$ cat src/design/klbs_pkg.sv
// Package for the keyword lexer: token kind codes, keyword spellings, limits.
// No dependencies; the lexer top level and its checker import it.
package klbs_pkg;

    localparam int unsigned KIND_W = 5;
    localparam int unsigned LEN_W  = 5;
    localparam int unsigned PREFIX_CHARS = 7;
    localparam int unsigned PREFIX_W = 8 * PREFIX_CHARS;

    // Longest token the block handles; register values above it are clamped.
    localparam logic [LEN_W-1:0] MAX_TOKEN_CHARS = 5'd20;

    localparam logic [LEN_W-1:0] WORD_LEN_RESET = 5'd20;
    localparam logic [LEN_W-1:0] NUM_LEN_RESET  = 5'd12;

    // Configuration register indexes
    localparam logic REG_MAX_WORD = 1'b0;
    localparam logic REG_MAX_NUM  = 1'b1;

    typedef enum logic [KIND_W-1:0] {
        KIND_ID      = 5'd0,
        KIND_NUM     = 5'd1,
        KIND_PROGRAM = 5'd2,
        KIND_CONST   = 5'd3,
        KIND_VAR     = 5'd4,
        KIND_BEGIN   = 5'd5,
        KIND_END_KW  = 5'd6,
        KIND_IF      = 5'd7,
        KIND_THEN    = 5'd8,
        KIND_WHILE   = 5'd9,
        KIND_DO      = 5'd10,
        KIND_WRITE   = 5'd11,
        KIND_READ    = 5'd12,
        KIND_SEMI    = 5'd13,
        KIND_DOT     = 5'd14,
        KIND_PLUS    = 5'd15,
        KIND_MINUS   = 5'd16,
        KIND_STAR    = 5'd17,
        KIND_SLASH   = 5'd18,
        KIND_COMMA   = 5'd19,
        KIND_ASSIGN  = 5'd20,
        KIND_LT      = 5'd21,
        KIND_LE      = 5'd22,
        KIND_NE      = 5'd23,
        KIND_GT      = 5'd24,
        KIND_GE      = 5'd25,
        KIND_LPAREN  = 5'd26,
        KIND_RPAREN  = 5'd27,
        KIND_EQ      = 5'd28,
        KIND_ERROR   = 5'd29,
        KIND_EOF     = 5'd30
    } t_kind;

    // Lowercase keyword spellings, last character in the low byte
    localparam logic [PREFIX_W-1:0] KW_PROGRAM = 56'h70726F6772616D;
    localparam logic [PREFIX_W-1:0] KW_CONST   = 56'h636F6E7374;
    localparam logic [PREFIX_W-1:0] KW_VAR     = 56'h766172;
    localparam logic [PREFIX_W-1:0] KW_BEGIN   = 56'h626567696E;
    localparam logic [PREFIX_W-1:0] KW_END     = 56'h656E64;
    localparam logic [PREFIX_W-1:0] KW_IF      = 56'h6966;
    localparam logic [PREFIX_W-1:0] KW_THEN    = 56'h7468656E;
    localparam logic [PREFIX_W-1:0] KW_WHILE   = 56'h7768696C65;
    localparam logic [PREFIX_W-1:0] KW_DO      = 56'h646F;
    localparam logic [PREFIX_W-1:0] KW_WRITE   = 56'h7772697465;
    localparam logic [PREFIX_W-1:0] KW_READ    = 56'h72656164;

    typedef struct packed {
        t_kind            kind;
        logic [LEN_W-1:0] len;
        logic             last;
    } t_token;

endpackage

$ cat src/design/keyword_lexer_byte_stream.sv
// Keyword lexer top level: input register, one-pass scan logic, token queue.
// Depends on klbs_pkg for token codes and keyword constants.
//
//  channel   dir  handshake            payload
//  s_*       in   s_tvalid / s_tready  s_tdata = char_code, s_tuser = end_of_input
//  m_*       out  m_tvalid / m_tready  m_tdata = {length, kind}, m_tlast = last
//  APB       in   psel+penable+pwrite  reg 0 max_word_length, reg 1 max_number_length
//
// A byte is taken every cycle unless scanning stalls. It is held in the input
// register, then scanned, and its 0..2 tokens enter a 4-entry queue; the queue
// drains one token per cycle while m_tready is high.
// Scanning stalls only while the queue holds more than two tokens.
// i_rst_n is synchronous, active low; it clears scan state, queue and registers.
module keyword_lexer_byte_stream
    import klbs_pkg::*;
(
    input  logic        i_clk,
    input  logic        i_rst_n,
    input  logic        s_tvalid,
    output logic        s_tready,
    input  logic [7:0]  s_tdata,   // [7:0] char_code
    input  logic        s_tuser,   // [0] end_of_input
    output logic        m_tvalid,
    input  logic        m_tready,
    output logic [15:0] m_tdata,   // [4:0] token_kind, [9:5] token_length, rest 0
    output logic        m_tlast,
    input  logic        psel,
    input  logic        penable,
    input  logic        pwrite,
    input  logic [2:0]  paddr,
    input  logic [31:0] pwdata,
    output logic [31:0] prdata,
    output logic        pready
);

    typedef enum logic [6:0] {
        S_IDLE    = 7'b0000001,
        S_WORD    = 7'b0000010,
        S_NUM     = 7'b0000100,
        S_PEND    = 7'b0001000,
        S_BRACE   = 7'b0010000,
        S_COMMENT = 7'b0100000,
        S_CSTAR   = 7'b1000000
    } t_mode;

    // configuration
    logic [LEN_W-1:0] r_max_word, r_max_num;
    logic [LEN_W-1:0] word_lim, num_lim;

    // input register
    logic       r_in_valid;
    logic [7:0] r_char;
    logic       r_eoi;

    // scan state
    t_mode               r_mode, n_mode;
    logic [LEN_W-1:0]    r_len, n_len;
    logic [PREFIX_W-1:0] r_prefix, n_prefix;
    logic [7:0]          r_pend, n_pend;
    logic                r_ovf, n_ovf;

    // token queue
    t_token     r_q [4];
    logic [1:0] r_head, r_tail;
    logic [2:0] r_cnt;

    logic proc, pop;

    // first token (from the current mode) and second (rescan or end mark)
    logic             a_v, b_v;
    t_kind            a_kind, b_kind;
    logic [LEN_W-1:0] a_len, b_len;

    // result of scanning the byte from the idle mode
    t_mode               i_mode;
    logic [LEN_W-1:0]    i_len;
    logic [PREFIX_W-1:0] i_prefix;
    logic [7:0]          i_pend;
    logic                i_v;
    t_kind               i_kind;

    logic       is_let, is_dig, rescan;
    logic [7:0] lc;

    function automatic t_kind word_kind(logic [PREFIX_W-1:0] p, logic [LEN_W-1:0] n);
        t_kind k;
        k = KIND_ID;
        if      (n == 5'd7 && p == KW_PROGRAM) k = KIND_PROGRAM;
        else if (n == 5'd5 && p == KW_CONST)   k = KIND_CONST;
        else if (n == 5'd3 && p == KW_VAR)     k = KIND_VAR;
        else if (n == 5'd5 && p == KW_BEGIN)   k = KIND_BEGIN;
        else if (n == 5'd3 && p == KW_END)     k = KIND_END_KW;
        else if (n == 5'd2 && p == KW_IF)      k = KIND_IF;
        else if (n == 5'd4 && p == KW_THEN)    k = KIND_THEN;
        else if (n == 5'd5 && p == KW_WHILE)   k = KIND_WHILE;
        else if (n == 5'd2 && p == KW_DO)      k = KIND_DO;
        else if (n == 5'd5 && p == KW_WRITE)   k = KIND_WRITE;
        else if (n == 5'd4 && p == KW_READ)    k = KIND_READ;
        return k;
    endfunction

    function automatic t_kind lone_kind(logic [7:0] p);
        t_kind k;
        k = KIND_ERROR;
        if (p == "<")      k = KIND_LT;
        else if (p == ">") k = KIND_GT;
        return k;
    endfunction

    // ---------------- configuration port ----------------
    assign pready = 1'b1;
    assign prdata = (paddr[2] == REG_MAX_NUM) ? {27'd0, r_max_num} : {27'd0, r_max_word};

    always_ff @(posedge i_clk) begin
        if (!i_rst_n) begin
            r_max_word <= WORD_LEN_RESET;
            r_max_num  <= NUM_LEN_RESET;
        end else if (psel && penable && pwrite && pready) begin
            if (paddr[2] == REG_MAX_WORD) r_max_word <= pwdata[LEN_W-1:0];
            else                          r_max_num  <= pwdata[LEN_W-1:0];
        end
    end

    // zero acts as one, above the ceiling clamps
    assign word_lim = (r_max_word == '0) ? 5'd1 :
                      (r_max_word > MAX_TOKEN_CHARS) ? MAX_TOKEN_CHARS : r_max_word;
    assign num_lim  = (r_max_num == '0) ? 5'd1 :
                      (r_max_num > MAX_TOKEN_CHARS) ? MAX_TOKEN_CHARS : r_max_num;

    // ---------------- input register ----------------
    assign proc     = r_in_valid && (r_cnt <= 3'd2);
    assign s_tready = !r_in_valid || proc;

    always_ff @(posedge i_clk) begin
        if (!i_rst_n) begin
            r_in_valid <= 1'b0;
        end else if (s_tready) begin
            r_in_valid <= s_tvalid;
        end
    end

    always_ff @(posedge i_clk) begin
        if (s_tready && s_tvalid) begin
            r_char <= s_tdata;
            r_eoi  <= s_tuser;
        end
    end

    // ---------------- scan logic ----------------
    assign is_let = (r_char >= "A" && r_char <= "Z") || (r_char >= "a" && r_char <= "z");
    assign is_dig = (r_char >= "0" && r_char <= "9");
    assign lc     = is_let ? (r_char | 8'h20) : r_char;

    always_comb begin
        i_mode   = S_IDLE;
        i_len    = '0;
        i_prefix = '0;
        i_pend   = '0;
        i_v      = 1'b0;
        i_kind   = KIND_ERROR;
        if (r_char == " " || r_char == 8'h09 || r_char == 8'h0A) begin
            i_mode = S_IDLE;
        end else if (is_let) begin
            i_mode   = S_WORD;
            i_len    = 5'd1;
            i_prefix = {{(PREFIX_W-8){1'b0}}, lc};
        end else if (is_dig) begin
            i_mode = S_NUM;
            i_len  = 5'd1;
        end else begin
            case (r_char) inside
                ":", "<", ">": begin
                    i_mode = S_PEND;
                    i_pend = r_char;
                end
                "{": i_mode = S_BRACE;
                ";": begin i_v = 1'b1; i_kind = KIND_SEMI;   end
                ".": begin i_v = 1'b1; i_kind = KIND_DOT;    end
                "+": begin i_v = 1'b1; i_kind = KIND_PLUS;   end
                "-": begin i_v = 1'b1; i_kind = KIND_MINUS;  end
                "*": begin i_v = 1'b1; i_kind = KIND_STAR;   end
                "/": begin i_v = 1'b1; i_kind = KIND_SLASH;  end
                ",": begin i_v = 1'b1; i_kind = KIND_COMMA;  end
                "(": begin i_v = 1'b1; i_kind = KIND_LPAREN; end
                ")": begin i_v = 1'b1; i_kind = KIND_RPAREN; end
                "=": begin i_v = 1'b1; i_kind = KIND_EQ;     end
                default: begin i_v = 1'b1; i_kind = KIND_ERROR; end
            endcase
        end
    end

    always_comb begin
        n_mode   = r_mode;
        n_len    = r_len;
        n_prefix = r_prefix;
        n_pend   = r_pend;
        n_ovf    = r_ovf;
        a_v      = 1'b0;
        a_kind   = KIND_ERROR;
        a_len    = 5'd1;
        b_v      = 1'b0;
        b_kind   = KIND_EOF;
        b_len    = '0;
        rescan   = 1'b0;

        if (r_eoi) begin
            unique case (r_mode)
                S_WORD:  if (!r_ovf) begin a_v = 1'b1; a_kind = word_kind(r_prefix, r_len);
                                         a_len = r_len; end
                S_NUM:   if (!r_ovf) begin a_v = 1'b1; a_kind = KIND_NUM; a_len = r_len; end
                S_PEND:  begin a_v = 1'b1; a_kind = lone_kind(r_pend); end
                S_BRACE: a_v = 1'b1;
                S_IDLE, S_COMMENT, S_CSTAR: a_v = 1'b0;
                default: a_v = 1'b0;
            endcase
            b_v      = 1'b1;
            n_mode   = S_IDLE;
            n_len    = '0;
            n_prefix = '0;
            n_pend   = '0;
            n_ovf    = 1'b0;
        end else begin
            unique case (r_mode)
                S_WORD, S_NUM: begin
                    if ((r_mode == S_WORD) ? (is_let || is_dig) : is_dig) begin
                        if (!r_ovf) begin
                            if (r_len >= ((r_mode == S_WORD) ? word_lim : num_lim)) begin
                                // run too long: report once, drop the rest
                                a_v   = 1'b1;
                                a_len = r_len;
                                n_ovf = 1'b1;
                            end else begin
                                if (r_mode == S_WORD && r_len < 5'(PREFIX_CHARS))
                                    n_prefix = {r_prefix[PREFIX_W-9:0], lc};
                                n_len = r_len + 5'd1;
                            end
                        end
                    end else begin
                        if (!r_ovf) begin
                            a_v    = 1'b1;
                            a_len  = r_len;
                            a_kind = (r_mode == S_WORD) ? word_kind(r_prefix, r_len) : KIND_NUM;
                        end
                        rescan = 1'b1;
                    end
                end
                S_PEND: begin
                    a_v   = 1'b1;
                    a_len = 5'd2;
                    if (r_pend == ":" && r_char == "=")      a_kind = KIND_ASSIGN;
                    else if (r_pend == "<" && r_char == "=") a_kind = KIND_LE;
                    else if (r_pend == "<" && r_char == ">") a_kind = KIND_NE;
                    else if (r_pend == ">" && r_char == "=") a_kind = KIND_GE;
                    else begin
                        a_kind = lone_kind(r_pend);
                        a_len  = 5'd1;
                        rescan = 1'b1;
                    end
                    n_mode = S_IDLE;
                    n_pend = '0;
                end
                S_BRACE: begin
                    if (r_char == "*") begin
                        n_mode = S_COMMENT;
                    end else begin
                        a_v    = 1'b1;
                        rescan = 1'b1;
                    end
                end
                S_COMMENT: if (r_char == "*") n_mode = S_CSTAR;
                S_CSTAR: begin
                    if (r_char == "}")      n_mode = S_IDLE;
                    else if (r_char != "*") n_mode = S_COMMENT;
                end
                S_IDLE:  rescan = 1'b1;
                default: rescan = 1'b1;
            endcase
            if (rescan) begin
                n_mode   = i_mode;
                n_len    = i_len;
                n_prefix = i_prefix;
                n_pend   = i_pend;
                n_ovf    = 1'b0;
                b_v      = i_v;
                b_kind   = i_kind;
                b_len    = 5'd1;
            end
        end
    end

    always_ff @(posedge i_clk) begin
        if (!i_rst_n) begin
            r_mode   <= S_IDLE;
            r_len    <= '0;
            r_prefix <= '0;
            r_pend   <= '0;
            r_ovf    <= 1'b0;
        end else if (proc) begin
            r_mode   <= n_mode;
            r_len    <= n_len;
            r_prefix <= n_prefix;
            r_pend   <= n_pend;
            r_ovf    <= n_ovf;
        end
    end

    // ---------------- token queue ----------------
    assign pop      = m_tvalid && m_tready;
    assign m_tvalid = (r_cnt != 3'd0);
    assign m_tdata  = {6'd0, r_q[r_head].len, r_q[r_head].kind};
    assign m_tlast  = r_q[r_head].last;

    always_ff @(posedge i_clk) begin
        if (proc) begin
            if (a_v) r_q[r_tail] <= '{kind: a_kind, len: a_len, last: !b_v};
            if (b_v) r_q[a_v ? r_tail + 2'd1 : r_tail] <= '{kind: b_kind, len: b_len,
                                                             last: 1'b1};
        end
    end

    always_ff @(posedge i_clk) begin
        if (!i_rst_n) begin
            r_head <= '0;
            r_tail <= '0;
            r_cnt  <= '0;
        end else begin
            if (pop) r_head <= r_head + 2'd1;
            if (proc) r_tail <= r_tail + {1'b0, a_v} + {1'b0, b_v};
            r_cnt <= r_cnt + (proc ? ({2'b0, a_v} + {2'b0, b_v}) : 3'd0)
                           - {2'b0, pop};
        end
    end

endmodule

$ cat config.mk
export PLATFORM = sky130hd
export DESIGN_NAME = keyword_lexer_byte_stream
export DESIGN_NICKNAME = d
export VERILOG_FILES = /design/src/design/klbs_pkg.sv /design/src/design/keyword_lexer_byte_stream.sv
export SDC_FILE = /design/constraint.sdc
export NUM_CORES = 1
export LEC_CHECK = 0
export BUFFER_PORTS_ARGS = -buffer_cell sky130_fd_sc_hd__buf_4
export CAP_MARGIN = 40
export CORE_MARGIN = 3
export CORE_UTILIZATION = 64
export DETAILED_ROUTE_END_ITERATION = 6
export PLACE_DENSITY_LB_ADDON = 0.3
export SYNTH_ARGS = -nofsm -noshare
export SYNTH_HDL_FRONTEND = slang
export SYNTH_SLANG_ARGS = --single-unit
$ cat constraint.sdc
create_clock -name i_clk -period 12.16 [get_ports i_clk]
set_input_delay 1.216 -clock i_clk [delete_from_list [all_inputs] [get_ports i_clk]]
set_output_delay 1.216 -clock i_clk [all_outputs]
set_load 0.01 [all_outputs]
======== After elaboration in Yosys (flattened, before gate mapping) ========
Memories as Yosys holds them, arrays and structs flattened. A register that Yosys moved wholly into a read port is not among the register bits.
Index checks and enable logic that the tools add are counted.
storage, ports and cells
  word-level logic and storage cells ...... 270
  input port bits ......................... 51
  output and inout port bits .............. 52
  register bits after elaboration ......... 104
  RAM bits ................................ 44
  latch bits .............................. 0
  memories ................................ 1
  ROM bits ................................ 0
cells by class
  reduce and logical (&&, ||, !) cells .... 50
  div/mod/pow operators ................... 0
  shift operators ......................... 0
  multiplexer cells ....................... 137
  add/subtract/negate cells ............... 8
  $lt $le $gt $ge ......................... 11
  bitwise operators ....................... 1
  $mul .................................... 0
  eq/ne operators ......................... 49
memories
  memory  depth  width  read ports  clocked after memory_dff  write ports  RTL line                         RTL
  r_q     4      11     1           1                         2            keyword_lexer_byte_stream.sv:63  t_token r_q [4];
operators by type and width
  operator              count
  $mux 56               8
  $mux 5                49
  $eq 56x39->1 const B  4
  $eq 8x6->1 const B    17
  $eq 56x15->1 const B  2
  $eq 56x23->1 const B  2
  $eq 56x31->1 const B  2
  $mux 8                8
  $eq 56x55->1 const B  1
  $mux 7                7
  $mux 4                10
  $mux 1                36
  $pmux 7 s4            1
  $logic_and 1x1->1     24
  $pmux 5 s2            2
  $eq 8x4->1 const B    2
  $eq 8x7->1 const B    2
  $ge 8x7->1 const B    2
  $le 8x7->1 const B    2
  $mux 2                8
  $eq 5x3->1 const B    3
  $pmux 5 s3            1
  $reduce_bool 3->1     5
  $eq 5x2->1 const B    2
  38 further kinds      56

======== Depth between registers and ports, before layout ========
Gate-level depths: netlist of the first run.
  depth in word-level cells ............... 18
  gate-level depth with buffers ........... 21
  gate-level depth less buffers ........... 18

======== Worst setup path before layout of the first run ========
No wires, ideal clock.
  path kind ............................... register to register
  start point ............................. reg r_mode[1]
  end point ............................... reg r_cnt[2]
  path slack .............................. 7.701 ns
  period minus slack after synthesis ...... 4.459 ns
  path buffers ............................ 4
  data arrival time ....................... 4.331 ns
  setup time .............................. 0.128 ns
  required time ........................... 12.032 ns
  cell stages (with the launch flop) ...... 22
  path through ............................ dfxtp_1 buf_2 or3b_2 nand2b_1 clkbuf_1 a211oi_1 a21o_1 ha_1 a21o_1 a31oi_1 o21ai_0 a211o_1 buf_6 buf_12 ha_1 nand2_1 ha_1 inv_1 ha_1 fa_1 xnor2_1 nor2_1
on the way
  longest elaborated chain between the ends .. 12
  elaborated cells between the ends (all ways) .. 27
  those cells by class .................... 3 x add/sub; 1 x order compare; 6 x eq/ne; 14 x mux; 3 x reduce/logical
ends and longest elaborated chain
  item                    RTL line                          RTL
  from (decl)             keyword_lexer_byte_stream.sv:56   t_mode r_mode, n_mode;
  from (signal assigned)  keyword_lexer_byte_stream.sv:299  r_mode <= n_mode;
  $eq 7x2->1              n/a
  $mux 5                  keyword_lexer_byte_stream.sv:227  if (r_len >= ((r_mode == S_WORD) ? word_lim : num_lim)) begin
  $ge 5x5->1              keyword_lexer_byte_stream.sv:227
  $mux 1                  keyword_lexer_byte_stream.sv:227
  $mux 1                  keyword_lexer_byte_stream.sv:226  if (!r_ovf) begin
  $mux 1                  keyword_lexer_byte_stream.sv:225  if ((r_mode == S_WORD) ? (is_let || is_dig) : is_dig) begin
  $pmux 1 s3              keyword_lexer_byte_stream.sv:223  unique case (r_mode)
  $mux 1                  keyword_lexer_byte_stream.sv:206  if (r_eoi) begin
  $add 1x1->2 (*)         keyword_lexer_byte_stream.sv:329  r_cnt <= r_cnt + (proc ? ({2'b0, a_v} + {2'b0, b_v}) : 3'd0)
  $mux 2 (*)              keyword_lexer_byte_stream.sv:329
  $add 3x2->3 (*)         keyword_lexer_byte_stream.sv:329
  $sub 3x1->3 (*)         keyword_lexer_byte_stream.sv:330  - {2'b0, pop};
  to (signal assigned)    keyword_lexer_byte_stream.sv:329
  to (decl)               keyword_lexer_byte_stream.sv:65   logic [2:0] r_cnt;
Every way passes the cells marked *; elsewhere a longest branch is shown, timed or not. The select of a mux whose other input is x is not followed.
A chain may end at the register's enable or synchronous reset.

======== Final worst setup path of the first run ========
  start point ............................. reg r_mode[6]
  end point ............................... reg r_cnt[2]
Same word-level chain as after synthesis.

==> results of run 1 <==
## cell type report
| cell class | instances | share of cell area, % |
|---|---|---|
| Inverter | 19 | 0.7637 |
| Tap cell | 172 | 2.304 |
| Clock buffer | 19 | 4.971 |
| Clock inverter | 13 | 1.407 |
| Timing Repair Buffer | 43 | 3.457 |
| Sequential cell | 150 | 35.69 |
| Multi-Input combinational cell | 714 | 51.41 |
## flip-flops by register name (all words and copies together) (netlist names), 5 cells and up, named ones only
| signal | flops |
|---|---|
| r_prefix | 56 |
| r_q | 44 |
| r_char | 8 |
| r_pend | 8 |
| r_mode | 7 |
| r_len | 5 |
| r_max_num | 5 |
| r_max_word | 5 |
## critical path, cell delays in order (launching register included)
cell      delay, ns
dfxtp_1        0.39
nor4_1         0.71
nand2b_1       0.52
a211oi_1       0.38
a21o_1         0.12
ha_1           0.23
a21o_1         0.17
a31oi_1        0.18
o21ai_0        0.21
a211o_1        0.63
ha_1           0.42
nand2_1        0.07
ha_1           0.30
inv_1          0.04
ha_1           0.18
fa_1           0.38
xnor2_1        0.17
nor2_1         0.05
## logic make-up after synthesis
group	share of synthesized area, %
fa+ha+maj	2.922
xor+xnor	1.317
buf+inv	7.436
compound gates	17.58
other cells	0.08684
simple gates	24.15
mux	7.972
flops	38.54
## cell usage in the layout, fill, tap and decap left out, drive strengths merged, types with 10 or more instances in the layout
cell type and instances:
nor4 21, nor2 123, clkbuf 19, mux2 11, nand2 60, mux2i 31, ha 17, conb 34
a211oi 18, buf 43, or4 10, o31ai 15, mux4 11, a22oi 48, nand4 17, nand3 31
dfxtp 117, and2 17, a21oi 29, edfxtp 33, o21ai 25, nand2b 12, nor3 20, inv 28
o211ai 13
## power by group through the flow
stage | clock network [uW] | logic [uW] | registers, uW
2_1_floorplan | 0 | 171 | 554
3_3_place_gp | 0 | 190 | 575
3_5_place_dp | 0 | 194 | 577
4_1_cts | 541 | 197 | 566
5_1_grt | 563 | 217 | 571
6_report | 538 | 200 | 566
## metrics by stage
stage | cell area (um2) | std cells | power, uW | util (%)
6_report | 9339 | 1130 | 1304 | 72.24
2_1_floorplan | 8768 | 974 | 724.8 | -
3_5_place_dp | 8743 | 1098 | 771.1 | 67.63
3_3_place_gp | 8743 | 1098 | 765.9 | 67.63
5_1_grt | 9339 | 1130 | 1351 | 72.24
4_1_cts | 9339 | 1130 | 1304 | 72.24
## per-layer routing
| layer | GRT usage (%) | vias up |
|---|---|---|
| li1 | - | 3484 |
| met1 | 41.81 | 3582 |
| met2 | 46.79 | 444 |
| met3 | 6.406 | 79 |
| met4 | 11.90 | 0 |
| met5 | 0 | - |
## path summary, 6_finish.rpt
path | from | to | slack (ns) | cells after the start
hold / removal | r_pend[4] | r_pend[4] | 0.44 | 1
hold reg to reg | r_pend[4] | r_pend[4] | 0.44 | 1
setup / recovery | r_mode[6] | r_cnt[2] | 6.85 | 17
setup reg to reg | r_mode[6] | r_cnt[2] | 6.85 | 17
==> results_dict.tcl, run 1 <==
set metrics [dict create \
    fillers 1025 \
    diodes 0 \
    regArea_mm2 0.003333 \
    seq_power_share_pct 43.4 \
    top_layer "met4" \
    ios 103 \
    power.density_mw_per_mm2 139.6 \
    syn_area_mm2 0.008648 \
    cts_tree "built" \
    vdd_ir_drop_max_mv 0.1115 \
    dr_wl_met2_um 10240 \
    via_per_inst 6.716 \
    cp_max_fo 19 \
    rows 41 \
    relSlewSlack_pct 36.34 \
    cts_hold_buf 0 \
    ys_top_cells_by_area "dfxtp_1, edfxtp_1, nor2_1, a22oi_1, mux2i_1" \
    antenna_found_initial 0 \
    fin_ws_ns 6.854 \
    numCtsBuffers 17 \
    cp_data_arrival_time_ns 5.61 \
    port_buffers 39 \
    hold_path.class "reg2reg" \
    hold_slack_ns 0.4425 \
    die_w_um 122.2 \
    synth.avg_cell_area_um2 9.181 \
    area_growth_pct 7.986 \
    p_switching_uw 382.4 \
    maxCapViolCount 0 \
    ys_types 83 \
    fp.dieH_um 122.2 \
    setup_tns_ns 0 \
    hold_viol_final 0 \
    post-cts-setup-buffers 0 \
    status "complete, but fails checks" \
    gp_congestion 0.9698 \
    p_clk_share_pct 41.2 \
    required_ns 12.46 \
    skew_ns 0.01233 \
    syn-instance-count 942 \
    violations "DRC" \
    synth_top_area_share_pct 27.08 \
    nets 1015 \
    grt.total_usage_pct 30.28 \
    drcViolationCount 11 \
    yosysMostFrequentCell "nor2_1" \
    intPower_uw 921.4 \
    wl_met3_um 2004 \
    synth_edf_count 33 \
    antenna_left 0 \
    synth_ff_type "dfxtp_1" \
    fp.coreArea_mm2 0.01293 \
    yosys.area.top_type "dfxtp_1" \
    drtPass1Iterations 7 \
    drtIter0Drc 999 \
    criticalPathCategory "reg2reg" \
    cts.repair.resized 0 \
    dr_total_vias 7589 \
    post-place-ws_ns 6.994 \
    power_frac_comb_pct 15.3 \
    multi_input_area_mm2 0.004801 \
    htree_levels 4 \
    clkLatencyLatePin_ns 0.44 \
    start_util_pct 66.90 \
    drive_above_1_share_pct 13.47 \
    ys_ff_latch 150 \
    grt_remaining_overflow 0 \
    report.final.slew_viol_count 0 \
    clockBufferDepth 2 \
    rsz0062_at_grt "false" \
    finalCritPeriodShare_pct 43.63 \
    grt_start_max_net_pins 77 \
    p_leak_uw 0.003395 \
    ys.warnings.count 0 \
    wl_um 22150 \
    dieArea_mm2 0.01494 \
    tightest_slew_ns 0.9485 \
    fmax_mhz 188.5 \
    grt_pass1_wl_um 35520 \
    critPathLaunchType "flip-flop" \
    endpoint_kind "flip-flop" \
    drt-wirelength-per-cell_um 19.60 \
    period_minus_slack_ns 5.306 \
    yosysSeqAreaShare_pct 38.54 \
    async_flop_share_pct 0 \
    drt-met1-wl_um 9230 \
    setup_violations 0 \
    clock-root-buffer "clkbuf_16" \
    grt_pass1_vias 6867 \
    dp_hpwl_um 14920 \
    clkSlewWorstSetupHoldPaths_ns 0.06 \
    clock_sinks 150 \
    switching_share_pct 29.33 \
    synth_common_cells "nor2_1, dfxtp_1, nand2_1" \
]
No activity file was read; power rests on OpenSTA's default activity.
==> inputs of run 2 (changes only) <==
ABC_AREA = 1   (was unset)
CORE_UTILIZATION = 54   (was 64)
clock period = 4.76 ns   (was 12.16 ns; I/O delays follow)
==> run 2 against run 1 <==
Effect of this change:
- the run now ends clean
- worst setup slack got worse by 6.2 ns
- die area rose by 27%
- clock-buffer cell count rose by 5
- critical endpoint unchanged
- power rose to 2.8 times the previous value
- cell area rose by 9.3%
- cell count rose by 47%
- highest routed layer unchanged
- flip-flop and latch count did not move
- sequential power rose to 2.6 times the previous value
- worst hold slack got worse by 0.23 ns
- register-to-register slack got worse by 6.2 ns
- critical path depth rose by 10
==> results_dict.tcl, run 2 <==
set metrics [dict create \
    status "complete, no violations" \
    drive_above_1_share_pct 8.852 \
    ios 103 \
    nets 1503 \
    via_per_inst 5.588 \
    drcViolationCount 0 \
    cts_tree "built" \
    ys_top_cells_by_area "dfxtp_1, nand2_1, edfxtp_1, nor2_1, inv_1" \
    hold_path.class "in2reg" \
    mostFrequentLayoutCells "nand2_1, nor2_1, inv_1, dfxtp_1, nand3_1" \
    numCtsBuffers 17 \
    yosys.area_share.adder_pct 2.694 \
    antenna_found_initial 0 \
    largest_reg_flops 56 \
    clkLatencyLatePin_ns 0.43 \
    hold_viol_final 0 \
    cp_max_fo 7 \
    synth_ff_type "dfxtp_1" \
    synth_common_cells "nand2_1, nor2_1, inv_1" \
    fin_total_pwr_uw 3644 \
    diodes 0 \
    report.final.slew_viol_count 0 \
    layout_commonest_cell "nand2_1" \
    area_growth_pct 8.788 \
    clockBufferDepth 2 \
    multi_input_area_mm2 0.005042 \
    grt_pass1_vias 8127 \
    cp_data_arrival_time_ns 4.43 \
    synth_top_area_share_pct 24.96 \
    ys_types 47 \
    port_buffers 39 \
    setup_tns_ns 0 \
    dp_hpwl_um 17810 \
    die_w_um 137.8 \
    reg.largest.list "r_prefix x56, r_q x44" \
    yosysMostFrequentCell "nand2_1" \
    critPathLaunchType "flip-flop" \
    dieArea_mm2 0.01899 \
    rows 47 \
    yosys.area.top_type "dfxtp_1" \
    required_ns 5.08 \
    muxShareOfSynthArea_pct 0 \
    maxCapViolCount 0 \
    tightest_slew_ns 0.7645 \
    syn_area_mm2 0.009383 \
    max_stage_delay_ns 0.39 \
    synth.avg_cell_area_um2 6.603 \
    gp_congestion 0.9774 \
    dr_total_vias 9310 \
    regArea_mm2 0.003333 \
    ys_ff_latch 150 \
    finalCritPeriodShare_pct 86.32 \
    grt.total_usage_pct 26.03 \
    fillers 1586 \
    endpoint_kind "flip-flop" \
    fp.dieH_um 137.8 \
    setup_violations 0 \
    fmax_mhz 243.4 \
    synth_edf_count 33 \
    clock_sinks 150 \
    synth_top_family_by_area "simple AND/OR/NAND/NOR gates" \
    htree_levels 4 \
    ys.warnings.count 0 \
    clkSlewWorstSetupHoldPaths_ns 0.06 \
    top_register "r_prefix" \
    p_leak_uw 0.004364 \
    relSlewSlack_pct 48.85 \
    post-cts-setup-buffers 0 \
    slowest_stage "fa_1" \
    grt_pass1_wl_um 39880 \
    syn-instance-count 1421 \
    grt_start_max_net_pins 66 \
    grt_remaining_overflow 0 \
    synthSimpleGateAreaFrac_pct 37.39 \
    drtIter0Drc 816 \
    criticalPathCategory "reg2reg" \
    drt-wirelength-per-cell_um 14.62 \
    period_minus_slack_ns 4.109 \
    synth_compound_area_share_pct 12.05 \
    start_util_pct 55.79 \
    cp_common_cell "nand2_1" \
    cts_hold_buf 0 \
    antenna_left 0 \
    yosysSeqAreaShare_pct 35.52 \
    power.density_mw_per_mm2 357.0 \
    vdd_ir_drop_max_mv 0.2678 \
    wl_um 24350 \
    rsz0062_at_grt "false" \
    synthXorXnorAreaFrac_pct 0.1867 \
    fp.coreArea_mm2 0.01682 \
    drtPass1Iterations 6 \
    clock-root-buffer "clkbuf_16" \
    async_flop_share_pct 0 \
    cts.repair.resized 0 \
    skew_ns 0.008008 \
]
## run 2: worst paths after layout
check             startpoint         to  slack (ns)  depth (start not counted)
hold reg to reg    r_pend[7]  r_pend[7]        0.45                          2
setup / recovery   r_mode[6]   r_cnt[2]        0.65                         27
setup reg to reg   r_mode[6]   r_cnt[2]        0.65                         27
hold / removal       s_tuser      r_eoi        0.22                          1
## run 2: cell type report
class / count / area share [%]
timing repair buffer: 46 / 3.383
tap: 220 / 2.697
sequential: 150 / 32.66
clock inverter: 8 / 1.189
multi-input combinational: 1054 / 49.40
inverter: 164 / 6.031
clock buffer: 24 / 4.646
## run 2: critical path, delay by kind of cell, from the launching register on
family          cells  cell delay (ns)
flops               1             0.34
fa+ha+maj           5             1.45
compound gates      3             0.38
buf+inv             5             0.38
simple gates       14             1.45
## run 2: through the flow
stage          worst slack [ns]  cell area, um2  cells  hold WS [ns]  utilization (%)
6_report                 0.6513           10210   1666        0.2173            60.69
5_1_grt                  0.2848           10210   1666        0.2132            60.69
4_1_cts                  0.6821           10210   1666        0.2140            60.69
3_5_place_dp             0.6867            9612   1634        0.4366            57.15
3_3_place_gp             0.7610            9612   1634        0.4333            57.15
2_1_floorplan            0.9965            9503   1453        0.4233                -
## run 2: cells by family (layout without fill, tap and decap cells)
logic type      count (synthesis)  count (layout)
buf+inv                       249             242
compound gates                205             205
xor+xnor                        2               2
simple gates                  794             794
fa+ha+maj                      19              19
flops                         150             150
other cells                     2              34
## run 2: routing by layer
metal / vias up / global-route usage (%) / routed length, um
li1: 4635 / - / -
met1: 4246 / 36.78 / 10970
met2: 398 / 41.70 / 11020
met3: 31 / 4.821 / 2086
met4: 0 / 5.543 / 272
met5: - / 0 / 0
## run 2: power by group
part	switching, uW	internal (uW)	leakage [uW]
sequential	84.8	1390	0.00123
clock	530	856	0.000290
combinational	520	260	0.00284
==> inputs of run 3 (changes only) <==
CORE_UTILIZATION = 50   (was 54)
CTS_BUF_LIST = sky130_fd_sc_hd__clkbuf_4 sky130_fd_sc_hd__clkbuf_8   (was unset)
==> run 3 against run 2 <==
Effect of this change:
- non-clock buffer count fell by 1
- flip-flop and latch count did not move
- utilization fell by 5.6 points
- via count down 1.5%
- clock power is 23% lower
- register-to-register slack got worse by 0.03 ns
- fmax decreased by 0.64%
- cell count grew 0.48%
==> results_dict.tcl, run 3 (synthesis gave the netlist of run 2 again) <==
set metrics [dict create \
    maxCapViolCount 0 \
    finalCritPeriodShare_pct 86.87 \
    nets 1502 \
    area_growth_pct 6.988 \
    fin_area_mm2 0.01004 \
    rsz0062_at_grt "false" \
    max_stage_delay_ns 0.37 \
    period_minus_slack_ns 4.135 \
    grt_remaining_overflow 0 \
    clkLatencyLatePin_ns 0.46 \
    htree_levels 4 \
    report.final.slew_viol_count 0 \
    min-delay-start "s_tdata[2]" \
    power.density_mw_per_mm2 332.0 \
    fp.coreArea_mm2 0.01821 \
    grt_pass1_wl_um 40920 \
    mostFrequentLayoutCells "nand2_1, nor2_1, inv_1, dfxtp_1, nand3_1" \
    cp_max_fo 7 \
    fp.dieH_um 143.0 \
    die_w_um 143.0 \
    cts.repair.resized 0 \
    top_register "r_prefix" \
    hold_path.class "in2reg" \
    cts_hold_buf 0 \
    endpoint_kind "flip-flop" \
    clock_sinks 150 \
    start_util_pct 51.53 \
    dr_total_vias 9166 \
    grt_start_max_net_pins 58 \
    drtPass1Iterations 5 \
    p_leak_uw 0.004287 \
    relSlewSlack_pct 41.99 \
    drive_above_1_share_pct 9.135 \
    layout_commonest_cell "nand2_1" \
    drcViolationCount 0 \
    post-cts-setup-buffers 0 \
    clkSlewWorstSetupHoldPaths_ns 0.09 \
    fmax_mhz 241.8 \
    numCtsBuffers 17 \
    skew_ns 0.01312 \
    largest_reg_flops 56 \
    diodes 0 \
    antenna_left 0 \
    grt_pass1_vias 8302 \
    status "complete, no violations" \
    vdd_ir_drop_max_mv 0.1835 \
    reg.largest.list "r_prefix x56, r_q x44" \
    slowest_stage "fa_1" \
    cp_data_arrival_time_ns 4.48 \
    crit-reg2reg-launch "r_mode[4]" \
    setup_tns_ns 0 \
    rows 49 \
    dieArea_mm2 0.02044 \
    cp_top_family "simple AND/OR/NAND/NOR gates" \
    ios 103 \
    gp_congestion 0.9699 \
    dp_hpwl_um 18100 \
    drtIter0Drc 873 \
    via_per_inst 5.476 \
    port_buffers 39 \
    postPlaceCellArea_mm2 0.009615 \
    grt.total_usage_pct 24.56 \
    fillers 1826 \
    cts_tree "built" \
    criticalPathCategory "reg2reg" \
    clock-root-buffer "clkbuf_8" \
    setup_violations 0 \
    crit_buf_inv 5 \
    cp_common_cell "nand2_1" \
    tightest_slew_ns 0.8650 \
    critPathLaunchType "flip-flop" \
    required_ns 5.10 \
    drt-wirelength-per-cell_um 14.76 \
    wl_um 24720 \
    clockBufferDepth 2 \
    hold_viol_final 0 \
    startpoint "r_mode[4]" \
    antenna_found_initial 0 \
]
==> run 3: worst register-to-register path, cell delays in order, from the launching register on <==
cell and delay (ns):
dfxtp_1 0.33, inv_2 0.08, nand2_1 0.06, nor2_2 0.11, nand2_1 0.08, inv_1 0.19
nand2_1 0.10, o21ai_0 0.15, inv_1 0.06, ha_1 0.31, nand2_1 0.08, nor2_1 0.04
nand2_1 0.05, nand3_1 0.07, nor2_1 0.29, nand3_1 0.15, nand2_1 0.08, nand2_1 0.12
nand2_2 0.17, inv_1 0.06, ha_1 0.27, nand2_1 0.05, ha_1 0.31, inv_1 0.04
ha_1 0.18, fa_1 0.37, o21ai_0 0.16, a21oi_1 0.06
==> run 3: metal layers <==
| layer | track usage [%] | wire length, um |
|---|---|---|
| met2 | 37.78 | 10910 |
| met5 | 0 | 0 |
| met1 | 35.15 | 11510 |
| met3 | 4.287 | 1826 |
| met4 | 7.904 | 474 |
==> run 3: layout make-up <==
type / instances / area (um2) / share of cell area [%]
multi-input combinational: 1054 / 5042 / 50.23
sequential: 150 / 3333 / 33.20
inverter: 164 / 615.6 / 6.132
timing repair buffer: 45 / 337.8 / 3.365
tap: 229 / 286.5 / 2.854
clock buffer: 21 / 276.5 / 2.755
clock inverter: 11 / 146.4 / 1.458
==> run 3: worst paths after layout <==
kind                    end  slack, ns  cells past startpoint
setup reg to reg   r_cnt[2]       0.62                     27
setup / recovery   r_cnt[2]       0.62                     27
hold reg to reg   r_pend[7]       0.45                      2
hold / removal    r_char[2]       0.19                      1
==> run 3: per-stage QoR <==
stage	total power [uW]	setup slack (ns)	utilization (%)	hold slack, ns	cells
2_1_floorplan	2078	0.9965	-	0.4233	1453
5_1_grt	3513	0.1949	55.13	0.1643	1674
6_report	3333	0.6250	55.13	0.1876	1674
4_1_cts	3345	0.6559	55.13	0.1640	1674
3_5_place_dp	2284	0.6784	52.81	0.4408	1642
3_3_place_gp	2266	0.7628	52.81	0.4318	1642
==> run 3: report_power, final <==
part	internal [uW]	switching (uW)	total, uW	leakage, uW
registers	1390	83.1	1470	0.00123
clock network	560	514	1070	0.000218
logic	258	527	785	0.00284
total	2210	1120	3330	0.00429
